<file path="src/rtl/ida_pkg.sv">
package ida_pkg;

  localparam int DIGITS_MAX = 10;
  localparam int DIGIT_W    = 4;
  localparam int BUF_W      = DIGITS_MAX * DIGIT_W;

  localparam logic [7:0]  CHAR_ZERO  = 8'h30;
  localparam logic [7:0]  CHAR_MINUS = 8'h2D;
  // floor(x / 10) == (x * RECIP_TEN) >> RECIP_SHIFT for every 32-bit x
  localparam logic [31:0] RECIP_TEN   = 32'hCCCC_CCCD;
  localparam int          RECIP_SHIFT = 35;

  // One converted number: digits packed most significant at the top nibble
  typedef struct packed {
    logic               neg;
    logic [3:0]         nd;
    logic [BUF_W-1:0]   digits;
  } num_rec_t;

  typedef struct packed {
    logic     push;
    num_rec_t rec;
  } wr_if_t;

  typedef struct packed {
    logic     avail;
    num_rec_t rec;
  } rd_if_t;

endpackage

</file>
<file path="src/rtl/ida_queue.sv">
module ida_queue (
  input  logic            clk,
  input  logic            rst,
  input  ida_pkg::wr_if_t wr,
  output logic            full,
  input  logic            pop,
  output ida_pkg::rd_if_t rd
);

  ida_pkg::num_rec_t entries [2];
  logic       wr_ptr;
  logic       rd_ptr;
  logic [1:0] count;
  logic       do_push;
  logic       do_pop;

  assign full    = (count == 2'd2);
  assign do_push = wr.push && !full;
  assign do_pop  = pop && (count != 2'd0);

  always_ff @(posedge clk) begin
    if (rst) begin
      wr_ptr <= 1'b0;
      rd_ptr <= 1'b0;
      count  <= 2'd0;
    end else begin
      if (do_push) wr_ptr <= ~wr_ptr;
      if (do_pop) rd_ptr <= ~rd_ptr;
      count <= count + {1'b0, do_push} - {1'b0, do_pop};
    end
  end

  always_ff @(posedge clk) begin
    if (do_push) entries[wr_ptr] <= wr.rec;
  end

  assign rd.avail = (count != 2'd0);
  assign rd.rec   = entries[rd_ptr];

  property p_no_push_when_full;
    @(posedge clk) disable iff (rst)
      full |-> !wr.push;
  endproperty
  a_no_push_when_full: assert property (p_no_push_when_full)
    else $error("queue: push while full");

endmodule

</file>
<file path="config.mk">
export PLATFORM = sky130hd
export DESIGN_NAME = ida_queue
export DESIGN_NICKNAME = d
export VERILOG_FILES = /design/src/rtl/ida_pkg.sv /design/src/rtl/ida_queue.sv
export SDC_FILE = /design/constraint.sdc
export NUM_CORES = 1
export LEC_CHECK = 0
export BUFFER_PORTS_ARGS = -buffer_cell sky130_fd_sc_hd__buf_2
export CORE_MARGIN = 1.5
export CORE_UTILIZATION = 43
export CTS_CLUSTER_SIZE = 28
export DETAILED_ROUTE_END_ITERATION = 8
export GPL_TIMING_DRIVEN = 0
export PLACE_DENSITY = 0.68
export SKIP_LAST_GASP = 1
export SLEW_MARGIN = 20
export SYNTH_ARGS = -nofsm -noshare
export SYNTH_HDL_FRONTEND = slang
export SYNTH_SLANG_ARGS = --single-unit
</file>
<file path="constraint.sdc">
create_clock -name clk -period 2.3 [get_ports clk]
set_clock_uncertainty 0.05 [all_clocks]
set_input_delay 0.46 -clock clk [delete_from_list [all_inputs] [get_ports clk]]
set_output_delay 0.46 -clock clk [all_outputs]
set_load 0.01 [all_outputs]
</file>
Word-level counts from Yosys, hierarchy flattened
Memory sizes are Yosys's and may differ from the RTL's. A register that Yosys moved wholly into a read port is not among the register bits. Cells that the tools add are included.

Equality and inequality tests: 1. Bitwise gates (word level): 2. Add/sub/neg operators: 2. Mux-type cells: 4. Reduce and logical (&&, ||, !) cells: 4.

Operators with widths (number): $mux W1 (4); $add A2 B1 Y2 (1); $eq A2 B2 Y1 const B (1); $logic_and A1 B1 Y1 (2); $not A1 Y1 (2); $reduce_bool A2 Y1 (1); $sub A2 B1 Y2 (1); $logic_not A1 Y1 (1).

Output and inout port bits: 47. Logic and storage cells: 17. Bits in writable memories: 90. Bits in registers: 4. Memories: 1.

Memories: entries (words 2, bits a word 45, read ports 1, clocked after memory_dff 1, write ports 1, RTL line ida_queue.sv:10) `ida_pkg::num_rec_t entries [2];`.

Logic depth before layout (Yosys ltp)
Depth in word-level cells: 5. Depth in mapped cells: 8. Mapped depth without buffers: 8.

Least setup slack after synthesis
No wires, ideal clock.

Path type: register to register. From: reg count[0]. To: mem entries[0][0] (netlist name), enable pin. Library setup time: 399 ps. Period minus slack after synthesis: 2192 ps. Buffers on the path: 0. Stages on the path, launching flop included: 5. Slack: 108 ps. Arrival time: 1743 ps. Path through: dfxtp_1 -> nand2b_2 -> inv_2 -> or3_1 -> inv_1.

Longest elaborated chain between the ends: 5.

Ends and longest elaborated chain: start: declaration (RTL line ida_queue.sv:13) `logic [1:0] count;`; start signal: assignment (RTL line ida_queue.sv:29) `count <= count + {1'b0, do_push} - {1'b0, do_pop};`; $eq A2 B2 Y1 (RTL line ida_queue.sv:17) `assign full = (count == 2'd2);`; via full (RTL line ida_queue.sv:5) `output logic full,`; $logic_not A1 Y1 (RTL line ida_queue.sv:18) `assign do_push = wr.push && !full;`; $logic_and A1 B1 Y1 (RTL line ida_queue.sv:18); $mux W1 (RTL line ida_queue.sv:34) `if (do_push) entries[wr_ptr] <= wr.rec;`; $mux W1 (implied by the code) (RTL line ida_queue.sv:34); end: declaration (RTL line ida_queue.sv:10).

The timed path passes the listed nets, and every way through them passes these cells.

==> metrics.cfg <==
[pwr]
irDropWorstVdd_mv=0.517
p_per_area_nw_per_um2=1020
p_leak_uw=0.00163

[setup_path]
cp_slowest_cell=mux2_2
cp_data_required_time_ns=1.79
criticalPathCategory=flop to output pin
path_buf_inv=3
slowest_delay_ns=0.35
cpMostUsedCell=buf_2
rr_endpoint=entries[0][32]$_DFFE_PP_
cp-end-kind=output pin
crit_arrival_ns=1.61
cp_max_fo=10
reg2regPathDepth=5
r2r-start=count[0]$_SDFF_PP0_
path_delay_family=buffers and inverters
r2r_setup_slack_ns=0.38
cp-start-kind=flop
cp_cell_sequence=buf_2 -> buf_4 -> mux2_2 -> buf_2

[finish]
fin_cells=380
final_layout_size_suffix_gt1_frac=0.590
area_growth_syn_to_layout_pct=23.5
utilization=0.553
diodes=0
nets=324

[global_route]
antenna_found_initial=0
grt_overflow_total=0
grt_pass1_wl_um=8910
grt_max_degree=46
grt_pass1_vias=1888
grt_usage=0.138

[timing]
slew_headroom=0.575
period_needed_ns=2.12
clock.fmax_mhz=471
hold_viol=0
fin_ws_ns=0.178
fin_crit_sh=0.923
grt_setup_unrepaired=no
drv_slew=0
setup_violations=0
worst_pin_slew_ns=0.638

[clocking]
cts_tree=yes
clockBufferDepth=2
cts_buffers=9
cts-root-buf=clkbuf_8
cts.sinks=95
cts_resized=0
postCtsSetupRepairBufs=0
clk_pin_slew_worst_paths_ns=0.09
clkLatencyLatePin_ns=0.34
htreeDepth=3
cts.hold.buffers_added=0

[floorplan]
die_h_um=92.9
start_util=0.448
die_x_um=92.9
num_io_pins=96
die_area_um2=8640
core_area_um2=7770
num_rows=32

[placement]
place_ws_ns=0.255
gp_congestion=0.689
place_inst=364
dp_hpwl_um=3810
io_buffers=95

[detailed_routing]
postRouteAntennaNets=0
first_iter_violations=67
drt_wl_total_um=5760
drt-vias-per-instance=4.70
drt-pass1-iter-count=4
avgRoutedWirePerCell_um=15.2
dr_total_vias=1785
drc=0

[yosys]
synth_warnings=0
netlist.area_leader.share=0.777
synth_top_cell_by_area=edfxtp_1
syn_inst=166
synth_area_um2=3480
synth_seq_area_share=0.806
synth_cell_types=20
syn_nets=217
ys_top_cells_by_area=edfxtp_1 (78%), mux2_2 (15%), dfxtp_1 (2.9%)
ys_ff_latch=95
synth.avg_cell_area_um2=21.0

[job]
drv_cap=0

[hold_path]
hp-start=wr[27]
hold_depth=1
hold_path_class=input port to flop
holdPathEnd=entries[0][27]$_DFFE_PP_

[outcome]
outcome=completed

-- through the flow --
| stage | area [um2] | hold WS (ns) | setup TNS [ns] | total power (uW) |
|---|---|---|---|---|
| 6_report | 4300 | 0.247 | 0 | 4360 |
| 5_1_grt | 4300 | 0.228 | 0 | 4580 |
| 4_1_cts | 4290 | 0.231 | 0 | 4430 |
| 3_5_place_dp | 4100 | 0.453 | 0 | 3370 |
| 3_3_place_gp | 4080 | 0.422 | -23.62 | 3340 |
| 2_1_floorplan | 3480 | 0.401 | 0 | 2950 |
-- worst max-delay path by stage --
stage	start	end	slack, ns	cells after the start
detailed placement	wr[45]	entries[0][27]$_DFFE_PP_	0.25	5
CTS	flop	rd[38]	0.14	4
global route	flop	rd[37]	0.09	4
global placement	wr[45]	entries[0][37]$_DFFE_PP_	-0.53	4
finish	flop	rd[38]	0.18	4
floorplan	count[0]$_SDFF_PP0_	entries[0][0]$_DFFE_PP_	0.11	4
-- final cells by class --
type / count / area, um2
fillers: 655 / 3470
flip-flops and latches: 95 / 2800
multi-input cells: 62 / 629
repair buffers: 96 / 495
clock buffers: 11 / 131
well taps: 102 / 128
clock inverters: 5 / 58.8
plain buffers: 5 / 35.0
inverters: 4 / 15.0
-- report_power, final --
part | switching, uW | internal (uW)
Sequential | 54.6 | 2140
Combinational | 568 | 543
Clock | 549 | 504
-- cells in the mapped netlist (all sizes together) --
master,number
edfxtp,90
mux2,45
buf,5
dfxtp,5
inv,4
nor2,3
ha,2
xnor2,2
a21oi,1
and3,1
nand2,1
nand2b,1
nor2b,1
o21a,1
o21ai,1
or2,1
or3,1
xor2,1
-- logic make-up (layout without fill, tap and decap cells) --
logic type | count (synthesis) | count (layout) | synth area share
AO/OA/AOI/OAI | 3 | 3 | 0.00503
XOR/XNOR | 3 | 3 | 0.00756
adder cells (fa/ha/maj) | 2 | 2 | 0.00719
buffers and inverters | 9 | 121 | 0.0144
flip-flops | 95 | 95 | 0.806
multiplexers | 45 | 45 | 0.146
AND/OR/NAND/NOR | 9 | 9 | 0.0144
-- flip-flops by register name, indices dropped and copies added, names as in the netlist, named ones only --
name,count
wr_ptr,1
rd_ptr,1
count,2
entries,90
-- layout by cell type, fill, tap and decap left out --
cell type,n
edfxtp_1,90
and3_4,1
nand2_1,1
o21ai_0,1
ha_1,2
clkinv_1,1
xnor2_1,2
clkinvlp_4,1
bufinv_16,1
mux2_2,45
or3_1,1
clkbuf_1,2
inv_1,2
a21oi_1,1
inv_2,2
nand2b_2,1
clkbuf_8,9
clkinv_4,2
buf_4,4
buf_12,1
dfxtp_1,5
or2_2,1
nor2b_1,1
o21a_1,1
xor2_1,1
buf_2,96
nor2_1,3
-- layer usage --
metal / track usage / wire [um] / up-vias
met4: 0.0732 / 136 / 0
met5: 0 / 0 / -
met2: 0.242 / 3070 / 57
li1: - / - / 854
met3: 0.0394 / 347 / 10
met1: 0.151 / 2210 / 864
Power figures use the tool's default switching activity.
