--- src/rtl/ida_pkg.sv ---
package ida_pkg;

  localparam int DIGITS_MAX = 10;
  localparam int DIGIT_W    = 4;
  localparam int BUF_W      = DIGITS_MAX * DIGIT_W;

  localparam logic [7:0]  CHAR_ZERO  = 8'h30;
  localparam logic [7:0]  CHAR_MINUS = 8'h2D;
  // floor(x / 10) == (x * RECIP_TEN) >> RECIP_SHIFT for every 32-bit x
  localparam logic [31:0] RECIP_TEN   = 32'hCCCC_CCCD;
  localparam int          RECIP_SHIFT = 35;

  // One converted number: digits packed most significant at the top nibble
  typedef struct packed {
    logic               neg;
    logic [3:0]         nd;
    logic [BUF_W-1:0]   digits;
  } num_rec_t;

  typedef struct packed {
    logic     push;
    num_rec_t rec;
  } wr_if_t;

  typedef struct packed {
    logic     avail;
    num_rec_t rec;
  } rd_if_t;

endpackage

--- src/rtl/ida_back.sv ---
module ida_back (
  input  logic            clk,
  input  logic            rst,
  input  ida_pkg::rd_if_t rd,
  output logic            pop,
  output logic            char_strobe,
  output logic [7:0]      ascii_char,
  output logic            last,
  output logic [3:0]      char_count
);

  typedef enum logic [2:0] {
    B_IDLE  = 3'b001,
    B_MINUS = 3'b010,
    B_DIGIT = 3'b100
  } back_state_t;

  back_state_t state, state_next;
  logic [ida_pkg::BUF_W-1:0] buf_digits;
  logic [3:0] remaining;
  logic [3:0] total;
  logic       fin;

  assign pop = (state == B_IDLE) && rd.avail;
  assign fin = (state == B_DIGIT) && (remaining == 4'd1);

  always_comb begin
    state_next = state;
    unique case (state)
      B_IDLE:  if (rd.avail) state_next = rd.rec.neg ? B_MINUS : B_DIGIT;
      B_MINUS: state_next = B_DIGIT;
      B_DIGIT: if (remaining == 4'd1) state_next = B_IDLE;
      default: state_next = B_IDLE;
    endcase
  end

  always_ff @(posedge clk) begin
    if (rst) begin
      state       <= B_IDLE;
      char_strobe <= 1'b0;
      last        <= 1'b0;
      char_count  <= 4'd0;
    end else begin
      state       <= state_next;
      char_strobe <= (state == B_MINUS) || (state == B_DIGIT);
      last        <= fin;
      char_count  <= fin ? total : 4'd0;
    end
  end

  always_ff @(posedge clk) begin
    unique case (state)
      B_IDLE: begin
        if (rd.avail) begin
          buf_digits <= rd.rec.digits;
          remaining  <= rd.rec.nd;
          total      <= rd.rec.nd + {3'b000, rd.rec.neg};
        end
      end
      B_MINUS: begin
        ascii_char <= ida_pkg::CHAR_MINUS;
      end
      B_DIGIT: begin
        ascii_char <= ida_pkg::CHAR_ZERO
                    + {4'd0, buf_digits[ida_pkg::BUF_W-1 -: ida_pkg::DIGIT_W]};
        buf_digits <= {buf_digits[ida_pkg::BUF_W-ida_pkg::DIGIT_W-1:0],
                       {ida_pkg::DIGIT_W{1'b0}}};
        remaining  <= remaining - 4'd1;
      end
      default: begin
      end
    endcase
  end

  property p_last_has_count;
    @(posedge clk) disable iff (rst)
      last |-> (char_strobe && char_count != 4'd0 && char_count <= 4'd11);
  endproperty
  a_last_has_count: assert property (p_last_has_count)
    else $error("back: last without valid count");

  property p_count_only_on_last;
    @(posedge clk) disable iff (rst)
      (char_count != 4'd0) |-> last;
  endproperty
  a_count_only_on_last: assert property (p_count_only_on_last)
    else $error("back: count shown on a non-final character");

  property p_minus_then_digit;
    @(posedge clk) disable iff (rst)
      (state == B_MINUS) |=> (state == B_DIGIT);
  endproperty
  a_minus_then_digit: assert property (p_minus_then_digit)
    else $error("back: sign not followed by a digit");

endmodule

--- config.mk ---
export PLATFORM = sky130hd
export DESIGN_NAME = ida_back
export DESIGN_NICKNAME = d
export VERILOG_FILES = /design/src/rtl/ida_pkg.sv /design/src/rtl/ida_back.sv
export SDC_FILE = /design/constraint.sdc
export NUM_CORES = 1
export LEC_CHECK = 0
export BUFFER_PORTS_ARGS = -buffer_cell sky130_fd_sc_hd__buf_4
export CAP_MARGIN = 20
export CORE_ASPECT_RATIO = 0.5
export CORE_UTILIZATION = 55
export CTS_BUF_LIST = sky130_fd_sc_hd__clkbuf_8 sky130_fd_sc_hd__clkbuf_16
export CTS_CLUSTER_DIAMETER = 120
export DETAILED_ROUTE_END_ITERATION = 10
export PLACE_DENSITY = 0.85
export REMOVE_ABC_BUFFERS = 1
export SLEW_MARGIN = 20
export SYNTH_ARGS = -nofsm -noshare
export SYNTH_HDL_FRONTEND = slang
export SYNTH_SLANG_ARGS = --single-unit
--- constraint.sdc ---
create_clock -name clk -period 11.24 [get_ports clk]
set_clock_uncertainty 0.1 [all_clocks]
set_input_delay 2.248 -clock clk [delete_from_list [all_inputs] [get_ports clk]]
set_output_delay 2.248 -clock clk [all_outputs]
set_load 0.05 [all_outputs]
# Yosys cells after proc, flatten, opt, wreduce, memory -nomap -nowiden

Cells that the tools add are included.

Magnitude comparators: 0
Muxes and demuxes: 9
Eq/ne operators: 6
Divide/modulo/power cells: 0
Bitwise gates (word level): 1
Add/sub/neg operators: 3
Shift operators: 0
Reduce and logical (&&, ||, !) cells: 9
Multiply operators: 0

Operators with widths:

| kind                                                                | number |
|---|---|
| 40-bit case mux with 2 select lines                                 | 1 |
| 40-bit two-way mux                                                  | 1 |
| 8-bit case mux with 2 select lines                                  | 1 |
| 3-bit two-way mux                                                   | 3 |
| 3-bit case mux with 3 select lines                                  | 1 |
| 4-bit case mux with 2 select lines                                  | 1 |
| 6-bit by 4-bit adder with 7-bit output (first input constant)       | 1 |
| 2-bit AND reduction                                                 | 3 |
| 4-bit by 1-bit adder with 4-bit output                              | 1 |
| 4-bit by 1-bit == test with 1-bit output (second input constant)    | 1 |
| 4-bit two-way mux                                                   | 1 |
| 2-bit inequality test (second input constant)                       | 2 |
| 2-bit nonzero test                                                  | 2 |
| 4-bit by 1-bit subtractor with 4-bit output (second input constant) | 1 |
| 3-bit by 1-bit == test with 1-bit output (second input constant)    | 1 |
| 3-bit by 2-bit == test with 1-bit output (second input constant)    | 1 |
| 3-bit == test (second input constant)                               | 1 |
| 1-bit logical AND                                                   | 2 |
| 2-bit OR reduction                                                  | 1 |
| 1-bit logical OR                                                    | 1 |
| 1-bit inverter                                                      | 1 |

Memories: 0
Flip-flop bits (word level): 65
Word-level logic and storage cells: 36
Memory bits (read-only): 0
Bits of input ports: 48
Latch bits: 0
RAM bits: 0
Output and inout bits: 15

# Depth between registers and ports, before layout

Depth after elaboration: 4
Gate-level depth with buffers: 5

# Worst setup path after synthesis

No wires, ideal clock.

Kind: in2out
Start point: in rd[45] (netlist name)
End point: out pop
Stages on the path: 2
Arrival: 2.771 ns
Data required time: 8.892 ns
Slack: 6.121 ns
Cells stage by stage: nand3_1 inv_1

Cells in the longest elaborated chain, start to end: 1

Ends and longest elaborated chain:

| item              | line           | source |
|---|---|---|
| start, declared   | ida_back.sv:4  | `input ida_pkg::rd_if_t rd,` |
| 1-bit logical AND | ida_back.sv:24 | `assign pop = (state == B_IDLE) && rd.avail;` |
| end, declared     | ida_back.sv:5  | `output logic pop,` |

Every way passes these cells.

# Worst setup path in the final report

Same ends and word-level chain as after synthesis.

==> results.sh <==
export IMPL_whs_path_depth=1
export IMPL_rsz0062_at_grt="no"
export IMPL_antenna_cells=0
export IMPL_clk_path_buf_depth=2
export IMPL_cp_required_ns=8.89
export IMPL_routedWlPerCell_um=14.25
export IMPL_end_kind="primary output"
export IMPL_fillers=284
export IMPL_clock_sinks=62
export IMPL_fin_tns_setup_ns=0
export IMPL_hpwl_mm=2.867
export IMPL_grt_antenna_before_repair=0
export IMPL_synth_distinct_cells=30
export IMPL_grt_first_pass_wirelength_mm=6.755
export IMPL_netlist_area_um2=2785
export IMPL_vias=1452
export IMPL_core_rowCount=17
export IMPL_crit_arrival_ns=3.01
export IMPL_post_cts_setup_buffer_count=0
export IMPL_design_area_um2=3415
export IMPL_grt_pass1_vias=1519
export IMPL_die_width_um=102.6
export IMPL_status="completed"
export IMPL_p_per_area_nw_per_um2=149.8
export IMPL_clkTransAtPathRegs_ns=0.06
export IMPL_core_area_um2=4616
export IMPL_syn_inst=160
export IMPL_tritoncts="yes"
export IMPL_overflow=0
export IMPL_place_congestion=0.7961
export IMPL_grt_usage_pct=18.15
export IMPL_vias_per_cell=4.905
export IMPL_tightest_slew_ns=0.5579
export IMPL_numCtsBuffers=9
export IMPL_synth_warnings=0
export IMPL_holdWs_ns=0.3550
export IMPL_start_util_pct=60.34
export IMPL_grt_max_degree=45
export IMPL_cts_root_buf="clkbuf_8"
export IMPL_max_cap_violations=0
export IMPL_worstPathMaxFanout=5
export IMPL_r2r_start="state[0]"
export IMPL_drt_iter0_markers=55
export IMPL_area_delta_synth_final_pct=22.60
export IMPL_fp_dieH_um=52.32
export IMPL_ys_seq_area_share_pct=63.61
export IMPL_syn_area_per_cell_um2=17.41
export IMPL_period_share_pct=47.71
export IMPL_finalHoldViolations=0
export IMPL_post_cts_resized=0
export IMPL_placed_area_um2=3233
export IMPL_fmax_mhz=186.5
export IMPL_crit_path_start_kind="input port"
export IMPL_drive_gt1_share_pct=50.43
export IMPL_routed_wirelength_mm=4.217
export IMPL_final_nets=277
export IMPL_min_delay_start="total[2]"
export IMPL_reg2reg_depth=3
export IMPL_drc_errors=0
export IMPL_antenna_left=0
export IMPL_post_route_min_period_ns=5.362
export IMPL_cts_hold_fix_buffers=0
export IMPL_die_area_um2=5370
export IMPL_slew_violations=0
export IMPL_worstHoldEndpoint="char_count[2]"
export IMPL_rrSetupSlack_ns=9.26
export IMPL_firstDrtPassIters=5
export IMPL_maxSlewHeadroom_pct=62.81
export IMPL_insertion_delay_ns=0.33
export IMPL_power_leakage_nw=1.366
export IMPL_port_buffers=59
export IMPL_yosys_register_bits=62
export IMPL_path_class="in -> out"
export IMPL_hp_class="reg -> reg"
export IMPL_io_pins=63
export IMPL_r2r_end="buf_digits[16]"
export IMPL_setup_viol_count_final=0
export IMPL_vdd_drop_max_uv=84.94
export IMPL_htreeDepth=3
state kept, by name (all words and copies together) (netlist names):
signal / flops
total: 4
char_strobe: 1
last: 1
ascii_char: 5
remaining: 4
state: 3
buf_digits: 40
char_count: 4
where the power goes:
part | leakage [nW] | total (mW) | switching, mW | internal (mW)
combinational | 0.693 | 0.0545 | 0.0258 | 0.0286
sequential | 0.576 | 0.279 | 0.00676 | 0.272
clock | 0.0967 | 0.178 | 0.0795 | 0.0988
cells by family after synthesis:
logic type	synth area share, %
compound gates	1.932
xor+xnor	1.258
fa+ha+maj	1.797
buf+inv	4.897
flops	63.61
mux	18.87
other cells	0.2696
simple gates	7.368
critical path, cell delays in order:
cell,delay [ns]
buf_4,0.09
nand3_1,0.19
inv_1,0.25
buf_4,0.24
worst max path at each step:
stage / startpoint / endpoint / slack (ns) / cells past startpoint
6_report: rd[45] / pop / 5.88 / 4
5_1_grt: rd[45] / pop / 5.83 / 4
4_1_cts: rd[45] / pop / 5.88 / 4
3_5_place_dp: rd[45] / pop / 5.90 / 4
3_3_place_gp: rd[45] / pop / 5.94 / 4
2_1_floorplan: rd[45] / pop / 6.12 / 2
layout by cell type (no fill, tap or decap), drive strengths merged, types with 2 or more instances in the layout:
master	netlist	final
nand3	2	2
xnor2	3	3
a31o	2	2
edfxtp	53	53
nor2b	5	5
dfxtp	9	9
conb	2	3
nand2b	5	5
clkbuf	0	9
a21oi	5	5
nor3b	2	2
nor2	5	5
buf	9	62
mux2	36	36
inv	4	6
and2	5	5
ha	4	4
clkinv	0	3
routing by layer:
layer / part of all wire (%) / global-route usage, %
met2: 50 / 29.67
met1: 41 / 19.77
met4: 1.8 / 10.71
met5: 0 / 0
met3: 7.8 / 8.267
cell type report:
type | instances | area [um^2] | share of cell area [%]
repair buffers | 62 | 465.4 | 13.63
clock inverters | 7 | 57.56 | 1.686
well taps | 66 | 82.58 | 2.418
inverters | 4 | 15.01 | 0.4397
clock buffers | 9 | 123.9 | 3.628
flip-flops and latches | 62 | 1772 | 51.89
multi-input cells | 86 | 898.4 | 26.31
stage by stage:
step                      setup slack, ns  utilization (%)  cells  power, mW
after floorplan                     6.121                -    152     0.3167
after global placement              5.941            70.05    280     0.3345
after detailed placement            5.896            70.05    280     0.3384
after CTS                           5.885            73.98    296     0.5177
after global routing                5.830            73.98    296     0.5316
final                               5.878            73.98    296     0.5115
Yosys cell counts, drive strengths merged:
library cell / count / area (um^2)
nand2: 1 / 11.26
nor2: 5 / 18.77
inv: 4 / 15.01
ha: 4 / 50.05
nor4: 1 / 21.27
conb: 2 / 7.510
xor2: 1 / 8.760
nor3b: 2 / 20.02
or2: 1 / 6.260
nor2b: 5 / 31.28
or3b: 1 / 11.26
dfxtp: 9 / 180.2
nand3b: 1 / 7.510
nand2b: 5 / 31.28
a31oi: 1 / 6.260
edfxtp: 53 / 1592
mux2: 36 / 525.5
a31o: 2 / 17.52
and2: 5 / 31.28
nor3: 1 / 5.000
nand3: 2 / 10.01
buf: 9 / 121.4
o21ai: 1 / 5.000
xnor2: 3 / 26.28
a21oi: 5 / 25.02
(Power assumes the default switching activity.)
